### src/hw/rtl/svs_pkg.sv
`default_nettype none
// ----------------------------------------------------------------------------
// svs_pkg
// Shared widths, constants, types and tables of the sprite quad vertex setup.
// ----------------------------------------------------------------------------
package svs_pkg;

    // coordinate fraction bits of positions, sizes and texture edges
    localparam int C_FRAC = 8;

    // field widths
    localparam int C_POS_W   = 24;
    localparam int C_SCALE_W = 16;
    localparam int C_ANG_W   = 17;
    localparam int C_REG_W   = 16;
    localparam int C_CFG_W   = 24;
    localparam int C_IDX_W   = 3;
    localparam int C_OUT_W   = 16;

    // internal widths
    localparam int C_D_W    = C_REG_W + C_FRAC;   // screen or texture size in coord units
    localparam int C_DEN_W  = C_D_W + 1;          // divisor, twice the size
    localparam int C_DIV_W  = C_DEN_W + C_OUT_W;  // remainder width inside the divider
    localparam int C_CS_W   = 20;                 // cosine and sine
    localparam int C_Z_W    = 25;                 // cordic angle accumulator
    localparam int C_SZ_W   = 32;                 // scaled size
    localparam int C_PU_W   = 34;                 // pivot offset
    localparam int C_OFF_W  = 35;                 // corner offset from pivot
    localparam int C_PRD_W  = C_OFF_W + C_CS_W;   // rotation product
    localparam int C_SUM_W  = C_PRD_W + 1;
    localparam int C_RND_W  = C_SUM_W - 16;       // rotated offset after rounding
    localparam int C_X_W    = C_RND_W + 1;        // rotated screen coordinate
    localparam int C_NUM_W  = C_X_W + 17;         // divider numerator

    // cordic
    localparam int C_STEPS    = 16;
    localparam int C_TRIG_LAT = C_STEPS + 2;
    localparam logic signed [C_CS_W-1:0] C_GAIN_INV = 20'sd39797;
    localparam logic [22:0] C_ATAN [0:C_STEPS-1] = '{
        23'd2949120, 23'd1740967, 23'd919879, 23'd466945,
        23'd234379,  23'd117304,  23'd58666,  23'd29335,
        23'd14668,   23'd7334,    23'd3667,   23'd1833,
        23'd917,     23'd458,     23'd229,    23'd115
    };

    // angle turns in 1/128 degree
    localparam logic signed [C_ANG_W:0] C_FULL_TURN    = 18'sd46080;
    localparam logic signed [C_ANG_W:0] C_HALF_TURN    = 18'sd23040;
    localparam logic signed [C_ANG_W:0] C_QUARTER_TURN = 18'sd11520;

    // register indexes
    localparam logic [C_IDX_W-1:0] C_REG_SCREEN_W = 3'd0;
    localparam logic [C_IDX_W-1:0] C_REG_SCREEN_H = 3'd1;
    localparam logic [C_IDX_W-1:0] C_REG_TEX_W    = 3'd2;
    localparam logic [C_IDX_W-1:0] C_REG_TEX_H    = 3'd3;
    localparam logic [C_IDX_W-1:0] C_REG_PIVOT_U  = 3'd4;
    localparam logic [C_IDX_W-1:0] C_REG_PIVOT_V  = 3'd5;
    localparam logic [C_IDX_W-1:0] C_REG_SHAKE_X  = 3'd6;
    localparam logic [C_IDX_W-1:0] C_REG_SHAKE_Y  = 3'd7;

    // corner codes
    localparam logic [1:0] C_CORNER_LT = 2'd0;
    localparam logic [1:0] C_CORNER_RT = 2'd1;
    localparam logic [1:0] C_CORNER_LB = 2'd2;
    localparam logic [1:0] C_CORNER_RB = 2'd3;

    // saturation codes
    localparam logic [C_OUT_W-1:0] C_SAT_MAX_S = 16'h7FFF;
    localparam logic [C_OUT_W-1:0] C_SAT_MIN_S = 16'h8000;
    localparam logic [C_OUT_W-1:0] C_SAT_MAX_U = 16'hFFFF;

    typedef struct packed {
        logic [C_POS_W-1:0]   pos_x;
        logic [C_POS_W-1:0]   pos_y;
        logic [C_POS_W-1:0]   size_w;
        logic [C_POS_W-1:0]   size_h;
        logic [C_SCALE_W-1:0] scale_x;
        logic [C_SCALE_W-1:0] scale_y;
        logic [C_POS_W-1:0]   tex_x;
        logic [C_POS_W-1:0]   tex_y;
        logic [C_POS_W-1:0]   tex_w;
        logic [C_POS_W-1:0]   tex_h;
        logic [C_ANG_W-1:0]   angle;
    } t_item;

    typedef struct packed {
        logic [C_REG_W-1:0] screen_w;
        logic [C_REG_W-1:0] screen_h;
        logic [C_REG_W-1:0] tex_full_w;
        logic [C_REG_W-1:0] tex_full_h;
        logic [C_REG_W-1:0] pivot_u;
        logic [C_REG_W-1:0] pivot_v;
        logic [C_POS_W-1:0] shake_x;
        logic [C_POS_W-1:0] shake_y;
    } t_cfg;

    // numerators of one corner leaving the geometry pipe
    typedef struct packed {
        logic               valid;
        logic [1:0]         corner;
        logic [C_NUM_W-1:0] n_x;
        logic [C_NUM_W-1:0] n_y;
        logic [C_NUM_W-1:0] n_u;
        logic [C_NUM_W-1:0] n_v;
    } t_num;

    // divider result with out-of-range flags
    typedef struct packed {
        logic               low;
        logic               high;
        logic [C_OUT_W-1:0] q;
    } t_divres;

    // size register in coordinate units, zero read as one
    function automatic logic [C_D_W-1:0] f_dscale(input logic [C_REG_W-1:0] r);
        logic [C_REG_W-1:0] v;
        v = (r == '0) ? C_REG_W'(1) : r;
        return {v, {C_FRAC{1'b0}}};
    endfunction

endpackage
`default_nettype wire

### src/hw/rtl/svs_div.sv
`default_nettype none
// ----------------------------------------------------------------------------
// svs_div
// Pipelined restoring divider: range check, then one quotient bit a stage.
// ----------------------------------------------------------------------------
module svs_div (
    input  wire logic                           i_clk,
    input  wire logic                           i_en,
    input  wire logic [svs_pkg::C_NUM_W-1:0]    i_num,
    input  wire logic [svs_pkg::C_DEN_W-1:0]    i_den,
    output svs_pkg::t_divres                    o_res
);

    localparam int NB = svs_pkg::C_OUT_W;

    logic [svs_pkg::C_NUM_W-1:0]   w_lim;
    logic                          w_low;
    logic                          w_high;

    logic [svs_pkg::C_DIV_W-1:0]   r_rem [0:NB];
    logic [NB-1:0]                 r_q   [0:NB];
    logic                          r_lo  [0:NB];
    logic                          r_hi  [0:NB];

    // quotient out of range below zero or at or above the field span
    always_comb begin
        w_lim  = svs_pkg::C_NUM_W'({i_den, {NB{1'b0}}});
        w_low  = i_num[svs_pkg::C_NUM_W-1];
        w_high = !w_low && (i_num >= w_lim);
    end

    always_ff @(posedge i_clk) begin
        if (i_en) begin
            r_rem[0] <= i_num[svs_pkg::C_DIV_W-1:0];
            r_q[0]   <= '0;
            r_lo[0]  <= w_low;
            r_hi[0]  <= w_high;
        end
    end

    // quotient bits, most significant first
    for (genvar j = 0; j < NB; j++) begin : g_bit
        localparam int B = NB - 1 - j;
        logic [svs_pkg::C_DIV_W-1:0] w_sub;
        logic                        w_ge;
        always_comb begin
            w_sub = svs_pkg::C_DIV_W'(i_den) << B;
            w_ge  = r_rem[j] >= w_sub;
        end
        always_ff @(posedge i_clk) begin
            if (i_en) begin
                r_rem[j+1] <= w_ge ? (r_rem[j] - w_sub) : r_rem[j];
                r_q[j+1]   <= {r_q[j][NB-2:0], w_ge};
                r_lo[j+1]  <= r_lo[j];
                r_hi[j+1]  <= r_hi[j];
            end
        end
    end

    assign o_res.low  = r_lo[NB];
    assign o_res.high = r_hi[NB];
    assign o_res.q    = r_q[NB];

endmodule
`default_nettype wire

### config.mk
export PLATFORM = sky130hd
export DESIGN_NAME = svs_div
export DESIGN_NICKNAME = d
export VERILOG_FILES = /design/src/hw/rtl/svs_pkg.sv /design/src/hw/rtl/svs_div.sv
export SDC_FILE = /design/constraint.sdc
export NUM_CORES = 2
export LEC_CHECK = 0
export BUFFER_PORTS_ARGS = -buffer_cell sky130_fd_sc_hd__buf_2
export CAP_MARGIN = 20
export CORE_MARGIN = 2
export CORE_UTILIZATION = 40
export DETAILED_ROUTE_END_ITERATION = 10
export PLACE_DENSITY = 0.6
export RECOVER_POWER = 25
export SLEW_MARGIN = 20
export SYNTH_ARGS = -nofsm -noshare
export SYNTH_HDL_FRONTEND = slang
export SYNTH_SLANG_ARGS = --single-unit
export TNS_END_PERCENT = 10
### constraint.sdc
create_clock -name i_clk -period 6.7 [get_ports i_clk]
set_input_delay 1.675 -clock i_clk [delete_from_list [all_inputs] [get_ports i_clk]]
set_output_delay 1.675 -clock i_clk [all_outputs]
set_load 0.005 [all_outputs]
---- Yosys cells after proc, flatten, opt, wreduce, memory -nomap -nowiden ----
Memory sizes are Yosys's and may differ from the RTL's.
Index checks and enable logic that the tools add are counted.
W data, S select, Z words.
storage, ports and cells
  register bits ........................... 0
  memory bits (writable) .................. 1003
  input port bits ......................... 85
  logic and storage cells ................. 57
  memories kept ........................... 4
memory list
  memory  words  width  read ports  clocked after Yosys merged registers in  write ports  RTL line       text
  r_rem   17     41     16          0                                        17           svs_div.sv:20  logic [svs_pkg::C_DIV_W-1:0] r_rem [0:NB];
  r_q     17     16     17          0                                        17           svs_div.sv:21  logic [NB-1:0] r_q [0:NB];
  r_hi    17     1      17          0                                        17           svs_div.sv:23  logic r_hi [0:NB];
  r_lo    17     1      17          0                                        17           svs_div.sv:22  logic r_lo [0:NB];
cells by class
  $add $sub $neg .......................... 16
  order comparisons ....................... 17
  multiplexer cells ....................... 18
  reductions and logical operators ........ 2
operators by type and width
  cell              number
  $mux W41          16
  $ge A58 B41 Y1    1
  $ge A41 B25 Y1    1
  $ge A41 B26 Y1    1
  $ge A41 B27 Y1    1
  $ge A41 B28 Y1    1
  $ge A41 B29 Y1    1
  $ge A41 B30 Y1    1
  $ge A41 B31 Y1    1
  $ge A41 B32 Y1    1
  $ge A41 B33 Y1    1
  $ge A41 B34 Y1    1
  $ge A41 B35 Y1    1
  $ge A41 B36 Y1    1
  $ge A41 B37 Y1    1
  $ge A41 B38 Y1    1
  $ge A41 B39 Y1    1
  $ge A41 B40 Y1    1
  $sub A41 B25 Y41  1
  $sub A41 B26 Y41  1
  $sub A41 B27 Y41  1
  $sub A41 B28 Y41  1
  $sub A41 B29 Y41  1
  $sub A41 B30 Y41  1
  13 further kinds  14

---- Logic depth before layout (Yosys ltp) ----
An unclocked memory read counts as a cell.
  word-level depth ........................ 3
  depth in mapped cells ................... 14

---- Worst setup path after synthesis ----
OpenSTA, ideal clock, no wires.
  path kind ............................... in2reg
  from .................................... input i_den[1] in the netlist's numbering
  to ...................................... memory r_rem[0][646] in the netlist's numbering, data pin
  arrival time ............................ 4.507 ns
  data required time ...................... 6.434 ns
  slack ................................... 1.927 ns
  cell stages on the path ................. 12
  path buffers ............................ 1
  cells stage by stage .................... inv_1 -> fa_1 -> a211oi_1 -> or3_1 -> and3_1 -> a2111o_1 -> a31o_2 -> a2111oi_4 -> or3_1 -> buf_6 -> nor3_1 -> xor2_1
RTL lines
  what         RTL line       text
  from (decl)  svs_div.sv:10  input wire logic [svs_pkg::C_DEN_W-1:0] i_den,
  to (decl)    svs_div.sv:20

==> impl_metrics.tcl <==
set metrics [dict create \
    final-instance-count-excl-fill 6906 \
    synth_cell_types 89 \
    die_h_um 364.9 \
    placed_cells 6729 \
    finalHoldViolations 0 \
    cts_buffer_depth 3 \
    ys_seq_elements 826 \
    topRoutingLayerUsed "met4" \
    crit_arrival_ns 5.64 \
    worst-path-max-fanout 26 \
    maxCapViolCount 1 \
    cellPowerDensity_mw_per_mm2 423.2 \
    place_congestion 0.9245 \
    finalSetupTns_ns 0 \
    grt_pass1_wl_mm 214.8 \
    rows 132 \
    drt_iter0_drc 2980 \
    hpwl_mm 104.6 \
    worst_slew_pin_slew_ns 3.704 \
    grt_pass1_vias 37740 \
    async_reset_ff_frac 0 \
    nNetsFinal 5611 \
    grt_overflow 0 \
    worstSetupPathType "in -> reg" \
    final_common_cell "edfxtp_1" \
    outcome "complete, but fails checks" \
    post_cts_resized 0 \
    finalCritPeriodShare 0.7754 \
    antenna_found_initial 1 \
    grt_util_all_layers 0.2068 \
    cp.required_ns 7.14 \
    rsz0062_at_grt "no" \
    antenna_cells 0 \
    min_period_ns 5.195 \
    worst_path_most_repeated_cell "o21ai_0" \
    critPathBufInv 2 \
    cts.clk_slew.worst_paths_ns 0.06 \
    max_freq_mhz 192.5 \
    htree_levels 3 \
    drtAntennaViolNets 0 \
    syn_area_per_cell_sq_um 10.58 \
    met3WireLength_mm 6.073 \
    drv_slew 67 \
    grt_max_degree 155 \
    syn-num-nets 5450 \
    cp_cell_sequence "buf_2, inv_1, ha_1, nand2_1, o21ai_0, a41oi_1, a211oi_1, o21ai_0, o21ai_4, mux2_2" \
    cp_top_family "compound AO/OA/AOI/OAI gates" \
    cts_buffers 96 \
    area_growth_pct 12.04 \
    slowest_delay_ns 0.75 \
    end_kind "flop" \
    worstSkewPairLatency_ns 0.72 \
    syn_area_sq_mm 0.05209 \
    initial_core_util 0.4028 \
    drc_errors 0 \
    root_buffer "clkbuf_16" \
    setup_viol 0 \
    clock-sinks 826 \
    hold_path.class "reg -> reg" \
    synth_flop_cell "edfxtp_1" \
    wl_met2_mm 65.81 \
    dr.pass1.iters 5 \
    peakVddDrop_mv 0.2362 \
    ys_seq_area_frac 0.4761 \
    final_cell_mix "edfxtp_1 (826), nand2_1 (441), ha_1 (425)" \
    syn_inst 4925 \
    die_w_um 364.9 \
    cts_tree "done" \
    core_sq_mm 0.1293 \
    num_vias 38980 \
    hold_buffers 0 \
    routed_via_density 5.644 \
    violations "max-capacitance violations, max-slew violations" \
    drive_gt1_frac 0.08017 \
    num_io_pins 103 \
    synth_edf_count 826 \
    wl_mm 139.0 \
    post_cts_buffers 0 \
    skew_ns 0.04397 \
    start_kind "input port" \
    io_buffers 102 \
    slowest_stage "inv_1" \
    yosys_warnings 0 \
    cellLeakagePower_nw 21.89 \
    fp.dieArea_sq_mm 0.1331 \
    fillers 12060 \
    slew_headroom -1.469 \
    wl_per_cell_um 20.13 \
    wl_met1_mm 61.80 \
]
[worst reg2reg max path, stage by stage, from the launching register on]
cell and delay, ns:
edfxtp_1 0.50, ha_1 0.51, a21o_1 0.18, a21oi_1 0.10, o21ai_0 0.38, a41oi_1 0.31
a211oi_1 0.51, o21ai_0 0.32, o21ai_4 0.68, mux2_2 0.43
[final timing paths]
| path | startpoint | to | slack (ns) | cells past startpoint |
|---|---|---|---|---|
| hold / removal | r_q[11][10] | r_q[12][11] | 0.41 | 0 |
| setup reg to reg | r_rem[0][257] | r_rem[0][306] | 2.54 | 9 |
| hold reg to reg | r_q[11][10] | r_q[12][11] | 0.41 | 0 |
| setup / recovery | i_den[4] | r_rem[0][306] | 1.51 | 10 |
[registers in the layout, indices dropped and copies added (netlist names)]
signal,flops
r_lo,17
r_q,136
r_hi,17
r_rem,656
[cell type report]
cell class,count,area (sq um),area share
clock buffers,117,2481,0.04251
clock inverters,59,694.4,0.01190
flip-flops and latches,826,24800,0.4249
multi-input cells,3823,26330,0.4511
inverters,146,548.0,0.009389
well taps,1742,2180,0.03734
repair buffers,193,1333,0.02283
[cells by family (layout without fill, tap and decap cells)]
logic type,after synthesis,count (layout),share of synthesized area
buffers and inverters,276,515,0.02109
flip-flops,826,826,0.4761
XOR/XNOR,411,411,0.06910
adder cells (fa/ha/maj),440,440,0.1078
AO/OA/AOI/OAI,1460,1460,0.1774
multiplexers,45,45,0.009631
AND/OR/NAND/NOR,1467,1467,0.1388
[per-stage QoR]
step                      hold WS, ns  instance area (sq um)  setup WS [ns]  total power [mW]  utilization
after floorplan                0.4003                  52100          1.927             16.58            -
after global placement         0.4001                  55210         0.9303             19.32       0.4270
after detailed placement       0.4045                  55230         0.8706             19.39       0.4271
after CTS                      0.4154                  58400          1.626             24.78       0.4516
after global routing           0.4232                  58370          1.338             26.44       0.4514
final                          0.4085                  58370          1.505             24.70       0.4514
[layer usage]
layer  vias to the layer above  GRT usage
met2                       936     0.3480
met1                     18710     0.2697
li1                      19090          -
met5                         -          0
met4                         0    0.07632
met3                       242    0.02969
[power breakdown]
group	internal, mW	switching, mW	total, mW
combinational	4.51	5.97	10.5
sequential	7.81	1.14	8.95
clock	3.05	2.22	5.27
total	15.4	9.34	24.7
[Yosys cell counts (11+ instances only)]
cell type / instances / area, sq um
a211oi_1: 49 / 367.9
a21boi_0: 20 / 150.1
a21o_1: 203 / 1524
a21oi_1: 420 / 2102
a31o_2: 15 / 131.4
a31oi_1: 42 / 262.8
and2_1: 24 / 150.1
and3_1: 38 / 237.7
and4_1: 16 / 140.1
buf_2: 38 / 190.2
clkbuf_1: 83 / 311.6
edfxtp_1: 826 / 24800
fa_1: 15 / 300.3
ha_1: 425 / 5318
inv_1: 146 / 548.0
mux2_2: 41 / 461.7
nand2_1: 441 / 1655
nand2b_1: 63 / 394.1
nand3_1: 77 / 385.4
nand4_1: 91 / 569.3
nand4b_1: 19 / 166.4
nor2_1: 350 / 1314
nor2b_1: 54 / 337.8
nor3_1: 101 / 505.5
nor3b_1: 14 / 105.1
nor4_1: 68 / 425.4
nor4b_1: 15 / 131.4
o2111ai_1: 11 / 96.34
o211ai_1: 30 / 225.2
o21a_1: 66 / 495.5
o21ai_0: 372 / 1862
o21bai_1: 45 / 337.8
o31a_1: 15 / 131.4
o31ai_1: 41 / 307.8
or2_2: 22 / 137.6
or3_1: 28 / 175.2
or4_1: 21 / 157.7
xnor2_1: 233 / 2041
xor2_1: 178 / 1559
(Power assumes the default switching activity.)
