`config.mk`:
```
export PLATFORM = sky130hd
export DESIGN_NAME = svs_sincos
export DESIGN_NICKNAME = d
export VERILOG_FILES = /design/src/hw/rtl/svs_pkg.sv /design/src/hw/rtl/svs_sincos.sv
export SDC_FILE = /design/constraint.sdc
export NUM_CORES = 2
export LEC_CHECK = 0
export ABC_AREA = 1
export BUFFER_PORTS_ARGS = -buffer_cell sky130_fd_sc_hd__buf_2
export CAP_MARGIN = 15
export CORE_ASPECT_RATIO = 0.9
export CORE_MARGIN = 4
export CORE_UTILIZATION = 65
export CTS_BUF_LIST = sky130_fd_sc_hd__clkbuf_8 sky130_fd_sc_hd__clkbuf_16
export CTS_CLUSTER_SIZE = 24
export DETAILED_ROUTE_END_ITERATION = 10
export PLACE_DENSITY = 0.81
export SYNTH_ARGS = -nofsm -noshare
export SYNTH_HDL_FRONTEND = slang
export SYNTH_SLANG_ARGS = --single-unit
```
`constraint.sdc`:
```
create_clock -name i_clk -period 6.21 [get_ports i_clk]
set_input_delay 0.3105 -clock i_clk [delete_from_list [all_inputs] [get_ports i_clk]]
set_output_delay 0.3105 -clock i_clk [all_outputs]
set_load 0.02 [all_outputs]
```
`src/hw/rtl/svs_pkg.sv`:
```
`default_nettype none
// ----------------------------------------------------------------------------
// svs_pkg
// Shared widths, constants, types and tables of the sprite quad vertex setup.
// ----------------------------------------------------------------------------
package svs_pkg;

    // coordinate fraction bits of positions, sizes and texture edges
    localparam int C_FRAC = 8;

    // field widths
    localparam int C_POS_W   = 24;
    localparam int C_SCALE_W = 16;
    localparam int C_ANG_W   = 17;
    localparam int C_REG_W   = 16;
    localparam int C_CFG_W   = 24;
    localparam int C_IDX_W   = 3;
    localparam int C_OUT_W   = 16;

    // internal widths
    localparam int C_D_W    = C_REG_W + C_FRAC;   // screen or texture size in coord units
    localparam int C_DEN_W  = C_D_W + 1;          // divisor, twice the size
    localparam int C_DIV_W  = C_DEN_W + C_OUT_W;  // remainder width inside the divider
    localparam int C_CS_W   = 20;                 // cosine and sine
    localparam int C_Z_W    = 25;                 // cordic angle accumulator
    localparam int C_SZ_W   = 32;                 // scaled size
    localparam int C_PU_W   = 34;                 // pivot offset
    localparam int C_OFF_W  = 35;                 // corner offset from pivot
    localparam int C_PRD_W  = C_OFF_W + C_CS_W;   // rotation product
    localparam int C_SUM_W  = C_PRD_W + 1;
    localparam int C_RND_W  = C_SUM_W - 16;       // rotated offset after rounding
    localparam int C_X_W    = C_RND_W + 1;        // rotated screen coordinate
    localparam int C_NUM_W  = C_X_W + 17;         // divider numerator

    // cordic
    localparam int C_STEPS    = 16;
    localparam int C_TRIG_LAT = C_STEPS + 2;
    localparam logic signed [C_CS_W-1:0] C_GAIN_INV = 20'sd39797;
    localparam logic [22:0] C_ATAN [0:C_STEPS-1] = '{
        23'd2949120, 23'd1740967, 23'd919879, 23'd466945,
        23'd234379,  23'd117304,  23'd58666,  23'd29335,
        23'd14668,   23'd7334,    23'd3667,   23'd1833,
        23'd917,     23'd458,     23'd229,    23'd115
    };

    // angle turns in 1/128 degree
    localparam logic signed [C_ANG_W:0] C_FULL_TURN    = 18'sd46080;
    localparam logic signed [C_ANG_W:0] C_HALF_TURN    = 18'sd23040;
    localparam logic signed [C_ANG_W:0] C_QUARTER_TURN = 18'sd11520;

    // register indexes
    localparam logic [C_IDX_W-1:0] C_REG_SCREEN_W = 3'd0;
    localparam logic [C_IDX_W-1:0] C_REG_SCREEN_H = 3'd1;
    localparam logic [C_IDX_W-1:0] C_REG_TEX_W    = 3'd2;
    localparam logic [C_IDX_W-1:0] C_REG_TEX_H    = 3'd3;
    localparam logic [C_IDX_W-1:0] C_REG_PIVOT_U  = 3'd4;
    localparam logic [C_IDX_W-1:0] C_REG_PIVOT_V  = 3'd5;
    localparam logic [C_IDX_W-1:0] C_REG_SHAKE_X  = 3'd6;
    localparam logic [C_IDX_W-1:0] C_REG_SHAKE_Y  = 3'd7;

    // corner codes
    localparam logic [1:0] C_CORNER_LT = 2'd0;
    localparam logic [1:0] C_CORNER_RT = 2'd1;
    localparam logic [1:0] C_CORNER_LB = 2'd2;
    localparam logic [1:0] C_CORNER_RB = 2'd3;

    // saturation codes
    localparam logic [C_OUT_W-1:0] C_SAT_MAX_S = 16'h7FFF;
    localparam logic [C_OUT_W-1:0] C_SAT_MIN_S = 16'h8000;
    localparam logic [C_OUT_W-1:0] C_SAT_MAX_U = 16'hFFFF;

    typedef struct packed {
        logic [C_POS_W-1:0]   pos_x;
        logic [C_POS_W-1:0]   pos_y;
        logic [C_POS_W-1:0]   size_w;
        logic [C_POS_W-1:0]   size_h;
        logic [C_SCALE_W-1:0] scale_x;
        logic [C_SCALE_W-1:0] scale_y;
        logic [C_POS_W-1:0]   tex_x;
        logic [C_POS_W-1:0]   tex_y;
        logic [C_POS_W-1:0]   tex_w;
        logic [C_POS_W-1:0]   tex_h;
        logic [C_ANG_W-1:0]   angle;
    } t_item;

    typedef struct packed {
        logic [C_REG_W-1:0] screen_w;
        logic [C_REG_W-1:0] screen_h;
        logic [C_REG_W-1:0] tex_full_w;
        logic [C_REG_W-1:0] tex_full_h;
        logic [C_REG_W-1:0] pivot_u;
        logic [C_REG_W-1:0] pivot_v;
        logic [C_POS_W-1:0] shake_x;
        logic [C_POS_W-1:0] shake_y;
    } t_cfg;

    // numerators of one corner leaving the geometry pipe
    typedef struct packed {
        logic               valid;
        logic [1:0]         corner;
        logic [C_NUM_W-1:0] n_x;
        logic [C_NUM_W-1:0] n_y;
        logic [C_NUM_W-1:0] n_u;
        logic [C_NUM_W-1:0] n_v;
    } t_num;

    // divider result with out-of-range flags
    typedef struct packed {
        logic               low;
        logic               high;
        logic [C_OUT_W-1:0] q;
    } t_divres;

    // size register in coordinate units, zero read as one
    function automatic logic [C_D_W-1:0] f_dscale(input logic [C_REG_W-1:0] r);
        logic [C_REG_W-1:0] v;
        v = (r == '0) ? C_REG_W'(1) : r;
        return {v, {C_FRAC{1'b0}}};
    endfunction

endpackage
`default_nettype wire

```
`src/hw/rtl/svs_sincos.sv`:
```
`default_nettype none
// ----------------------------------------------------------------------------
// svs_sincos
// Pipelined cordic: angle reduction, sixteen rotation stages, sign fix-up.
// ----------------------------------------------------------------------------
module svs_sincos (
    input  wire logic                              i_clk,
    input  wire logic                              i_en,
    input  wire logic [svs_pkg::C_ANG_W-1:0]       i_angle,
    output logic signed [svs_pkg::C_CS_W-1:0]      o_cos,
    output logic signed [svs_pkg::C_CS_W-1:0]      o_sin
);

    localparam int N = svs_pkg::C_STEPS;

    logic signed [svs_pkg::C_ANG_W:0]    w_a;
    logic signed [svs_pkg::C_ANG_W:0]    w_r;
    logic signed [svs_pkg::C_ANG_W:0]    w_f;
    logic                                w_neg;

    logic signed [svs_pkg::C_CS_W-1:0]   r_x   [0:N];
    logic signed [svs_pkg::C_CS_W-1:0]   r_y   [0:N];
    logic signed [svs_pkg::C_Z_W-1:0]    r_z   [0:N];
    logic                                r_neg [0:N];

    // reduce to one turn, then fold into the right half plane
    always_comb begin
        w_a   = {i_angle[svs_pkg::C_ANG_W-1], i_angle};
        w_neg = 1'b0;
        if (w_a >= svs_pkg::C_HALF_TURN) begin
            w_r = w_a - svs_pkg::C_FULL_TURN;
        end else if (w_a < -svs_pkg::C_HALF_TURN) begin
            w_r = w_a + svs_pkg::C_FULL_TURN;
        end else begin
            w_r = w_a;
        end
        if (w_r > svs_pkg::C_QUARTER_TURN) begin
            w_f   = w_r - svs_pkg::C_HALF_TURN;
            w_neg = 1'b1;
        end else if (w_r < -svs_pkg::C_QUARTER_TURN) begin
            w_f   = w_r + svs_pkg::C_HALF_TURN;
            w_neg = 1'b1;
        end else begin
            w_f = w_r;
        end
    end

    // first stage: start vector and angle in cordic units
    always_ff @(posedge i_clk) begin
        if (i_en) begin
            r_x[0]   <= svs_pkg::C_GAIN_INV;
            r_y[0]   <= '0;
            r_z[0]   <= svs_pkg::C_Z_W'(w_f) <<< 9;
            r_neg[0] <= w_neg;
        end
    end

    // one rotation step per stage
    for (genvar i = 0; i < N; i++) begin : g_step
        always_ff @(posedge i_clk) begin
            if (i_en) begin
                if (!r_z[i][svs_pkg::C_Z_W-1]) begin
                    r_x[i+1] <= r_x[i] - (r_y[i] >>> i);
                    r_y[i+1] <= r_y[i] + (r_x[i] >>> i);
                    r_z[i+1] <= r_z[i] - svs_pkg::C_Z_W'(svs_pkg::C_ATAN[i]);
                end else begin
                    r_x[i+1] <= r_x[i] + (r_y[i] >>> i);
                    r_y[i+1] <= r_y[i] - (r_x[i] >>> i);
                    r_z[i+1] <= r_z[i] + svs_pkg::C_Z_W'(svs_pkg::C_ATAN[i]);
                end
                r_neg[i+1] <= r_neg[i];
            end
        end
    end

    // undo the half-turn fold
    always_ff @(posedge i_clk) begin
        if (i_en) begin
            o_cos <= r_neg[N] ? -r_x[N] : r_x[N];
            o_sin <= r_neg[N] ? -r_y[N] : r_y[N];
        end
    end

endmodule
`default_nettype wire

```
* After elaboration in Yosys (flattened, before gate mapping) *
Memory sizes are Yosys's and may differ from the RTL's.
Cells that the tools add are included.

storage, ports and cells
  flip-flop bits (word level) = 40
  RAM bits = 1122
  bits of input ports = 19
  output and inout port bits = 40
  memories kept = 4

memory list
  memory  words  width  read ports  clocked after Yosys merged registers in  write ports  line              text
  r_z     17     25     16          0                                        17           svs_sincos.sv:23  logic signed [svs_pkg::C_Z_W-1:0] r_z [0:N];
  r_x     17     20     17          0                                        17           svs_sincos.sv:21  logic signed [svs_pkg::C_CS_W-1:0] r_x [0:N];
  r_y     17     20     17          0                                        17           svs_sincos.sv:22  logic signed [svs_pkg::C_CS_W-1:0] r_y [0:N];
  r_neg   17     1      17          0                                        17           svs_sincos.sv:24  logic r_neg [0:N];

cells by class
  $add $sub $neg = 101
  $lt $le $gt $ge = 4
  mux-type cells = 154
  bitwise operators = 48

operator list
  kind              count
  $mux W20          34
  $mux W25          16
  $mux W1           100
  $or A1 B1 Y1      48
  $add A20 B10 Y20  2
  $add A20 B11 Y20  2
  $add A20 B12 Y20  2
  $add A20 B13 Y20  2
  $add A20 B14 Y20  2
  $add A20 B15 Y20  2
  $add A20 B16 Y20  2
  $add A20 B17 Y20  2
  $add A20 B18 Y20  2
  $add A20 B19 Y20  2
  $add A20 B5 Y20   2
  $add A20 B6 Y20   2
  $add A20 B7 Y20   2
  $add A20 B8 Y20   2
  $add A20 B9 Y20   2
  $neg A20 Y20      2
  $sub A20 B10 Y20  2
  $sub A20 B11 Y20  2
  $sub A20 B12 Y20  2
  $sub A20 B13 Y20  2
  other kinds (55)  69

* Depth between registers and ports, before layout *
  depth in word-level cells = 6
  depth in mapped cells = 22
  gate-level depth less buffers = 22

* Worst setup path after synthesis *
OpenSTA, ideal clock, no wires.

  kind = input port to flip-flop
  start point = input port i_en
  end point = memory r_y[4][15] (netlist bit), data pin
  arrival time = 3.477 ns
  data required time = 5.952 ns
  slack = 2.475 ns
  stages on the path = 18
  path buffers = 4
  path through = buf_2 > buf_2 > nand2_1 > clkbuf_1 > buf_1 > nand2_1 > xor2_1 > ha_1 > nand2_1 > nor2_1 > nand2_1 > nand3_1 > a21boi_0 > o21ai_0 > a21oi_1 > nor2_1 > nor2_1 > xnor2_1

RTL lines
  item                line              text
  start: declaration  svs_sincos.sv:8   input wire logic i_en,
  end: declaration    svs_sincos.sv:22

==> impl_metrics.json <==
{
  "dp.cells": 10400,
  "multiInputGateArea_um2": 44400,
  "synth_xor_xnor_area_share_pct": 12.4,
  "synth_compound_area_share_pct": 13.2,
  "cts.sinks": 992,
  "yosys.area_share.simple_pct": 15.3,
  "synth.avg_cell_area_um2": 8.85,
  "die_width_um": 373,
  "syn_area_um2": 77800,
  "cts_made_buffers": 106,
  "synth_most_common_cell": "nand2_1",
  "synth_top_cell_area_share_pct": 38.3,
  "final-instance-count-excl-fill": 10600,
  "synth_ff_type": "edfxtp_1",
  "finalHoldViolCount": 0,
  "cp_top_family": "simple AND/OR/NAND/NOR gates",
  "outcome": "finished clean",
  "grt_usage_pct": 28.1,
  "finClkSkew_ns": 0.0399,
  "register_area_um2": 29800,
  "post_cts_buffers": 0,
  "root_buffer": "clkbuf_16",
  "max_clock_freq_mhz": 238,
  "grt_pass1_wl_mm": 296,
  "ys_async_sr_fraction_pct": 0,
  "ioPinCount": 59,
  "r2r-start": "r_y[5][5]",
  "crit_chain": "inv_1 > ha_1 > inv_1 > nor2_1 > nand3_1 > nor3_1 > nand2_1 > o21ai_0 > inv_1 > ha_1 > nand2_1 > nor4_1 > nand3_1 > nand3_1 > nand2_1 > nand2_1 > a21oi_1 > xor2_1",
  "fin_nets": 9919,
  "synthTopCellsByCount": "1629 x nand2_1, 992 x edfxtp_1, 928 x ha_1",
  "drt_iter0_drc": 5431,
  "synth_fa_ha_area_share_pct": 16.0,
  "min_period_ns": 4.21,
  "slew_viol_final": 0,
  "dp_hpwl_mm": 139,
  "clkLatencyLatePin_ns": 0.72,
  "r2r-end": "r_x[6][19]",
  "cp_num_cells": 18,
  "vias_per_cell": 5.90,
  "synth_edf_count": 992,
  "vias": 62600,
  "critPathMaxFanout": 4,
  "crit_start": "r_y[5][5]",
  "drv_cap": 0,
  "yosys_warnings": 0,
  "antenna_found_initial": 0,
  "ant_nets": 0,
  "wl_per_cell_um": 17.0,
  "clock_path_buffers": 3,
  "synth_seq_area_share_pct": 38.3,
  "drive_gt1_share_pct": 3.48,
  "gp_congestion": 0.973,
  "whs_ns": 0.0882,
  "worst_pin_slew_ns": 1.09,
  "ff2ff_setup_slack_ns": 2.00,
  "path_common_cell": "nand2_1",
  "die_area_um2": 125000,
  "relSlewSlack_pct": 27.3,
  "ctsResizeCount": 0,
  "core_um2": 119000,
  "netlist-cell-type-count": 61,
  "ys_ff_latch": 992,
  "rsz0062_at_grt": "false",
  "finalSetupViolCount": 0,
  "end_kind": "register",
  "synthMuxAreaShare_pct": 0.0129,
  "io_buffer_count": 58,
  "firstDrtPassIters": 6,
  "synth_top_family_by_area": "adder cells",
  "grt_max_degree": 192,
  "h-tree-depth": 3,
  "fill_cells": 9076,
  "r2r_cells": 18,
  "path_buf_inv": 3,
  "fp.dieH_um": 336,
  "yosys-top-cells-area": "edfxtp_1 38%, ha_1 15%, xor2_1 8.8%",
  "grt_pass1_vias": 60000,
  "crit_arrival_ns": 4.64,
  "cts.clk_slew.worst_paths_ns": 0.06,
  "tritoncts": "done",
  "required_ns": 6.64,
  "cpMaxStageDelayCell": "nor4_1",
  "fin_setup_tns_ns": 0,
  "antenna_cells": 0,
  "slowest_delay_ns": 0.58,
  "yosys.area.top_type": "edfxtp_1",
  "critPathKind": "reg2reg",
  "utilization_pct": 70.4,
  "synthCells": 8792,
  "critPathLaunchType": "register",
  "min_path_type": "in2reg",
  "drc": 0,
  "fin_crit_sh_pct": 67.7,
  "drt-total-wl_mm": 180,
  "syn_to_final_growth_pct": 7.54,
  "endpoint": "r_x[6][19]",
  "rows": 120,
  "start_util_pct": 65.5,
  "grt.overflow.total": 0
}
how the worst min path moves through the flow:
stage | to | slack, ns | startpoint | cells after the start
after floorplan | r_neg[0][10] | 0.40 | r_neg[0][9] | 0
after global placement | r_neg[0][3] | 0.40 | r_neg[0][2] | 0
after detailed placement | r_neg[0][5] | 0.40 | r_neg[0][4] | 0
after CTS | r_z[0][18] | 0.04 | i_angle[9] | 3
after global routing | r_z[2][19] | 0.08 | i_en | 1
final | r_z[0][18] | 0.09 | i_angle[9] | 3
area by class of cell:
| cell class | instances | area share, % |
|---|---|---|
| Inverter | 901 | 4.05 |
| Clock buffer | 107 | 3.20 |
| Timing Repair Buffer | 98 | 0.759 |
| Sequential cell | 992 | 35.6 |
| Tap cell | 1586 | 2.37 |
| Clock inverter | 89 | 1.01 |
| Multi-Input combinational cell | 6831 | 53.0 |
placed cells by master (no fill, tap or decap), types with 15 or more instances in the layout:
master and count:
nand2_1 1629, edfxtp_1 992, ha_1 928, a21oi_1 909
inv_1 900, xor2_1 780, nor2_1 618, o21ai_0 558
xnor2_1 326, nand3_1 322, nor3_1 131, a31oi_1 109
clkbuf_16 107, nand4_1 88, o21bai_1 78, buf_2 57
a21boi_0 45, a21o_1 43, fa_1 42, o31ai_1 36
nor4_1 32, buf_4 30, o211ai_1 24, clkinv_1 21
clkinv_2 18, clkinvlp_4 18, or2_2 15
metal layers:
| layer | part of all wire [%] | track usage, % | wire length (um) |
|---|---|---|---|
| met5 | 0 | 0 | 0 |
| met3 | 5.9 | 3.37 | 10600 |
| met1 | 44 | 38.3 | 80000 |
| met2 | 46 | 47.0 | 83900 |
| met4 | 3.3 | 9.32 | 6040 |
stage by stage:
stage / worst slack, ns / instance area, um^2
after floorplan: 2.48 / 77900
after global placement: 1.95 / 80100
after detailed placement: 1.76 / 80100
after CTS: 2.11 / 83700
after global routing: 1.71 / 83700
final: 2.00 / 83700
worst min-delay path, delay by kind of cell:
family,cells,cell delay (ns)
and+or+nand+nor,2,0.17
buffers and inverters,1,0.20
cell families (layout without fill, tap and decap cells):
| group | after synthesis | after routing |
|---|---|---|
| buffers and inverters | 971 | 1195 |
| flip-flops | 992 | 992 |
| other | 2 | 4 |
| adder cells (fa/ha/maj) | 970 | 970 |
| AO/OA/AOI/OAI | 1870 | 1870 |
| XOR/XNOR | 1106 | 1106 |
| AND/OR/NAND/NOR | 2880 | 2880 |
| multiplexers | 1 | 1 |
flip-flops by register name (all words and copies together), names as in the netlist:
name,count
r_y,300
r_neg,17
o_cos,20
r_z,339
r_x,296
o_sin,20
repair_timing:
item / in CTS / in global routing
hold buffers: 9 / 0
hold endpoints to repair: 9 / 0
setup endpoints to repair: 0 / 0
Power is left out: the tool's default activity adds up to more than one toggle a clock period on the data nets, which glitch-free logic cannot reach.
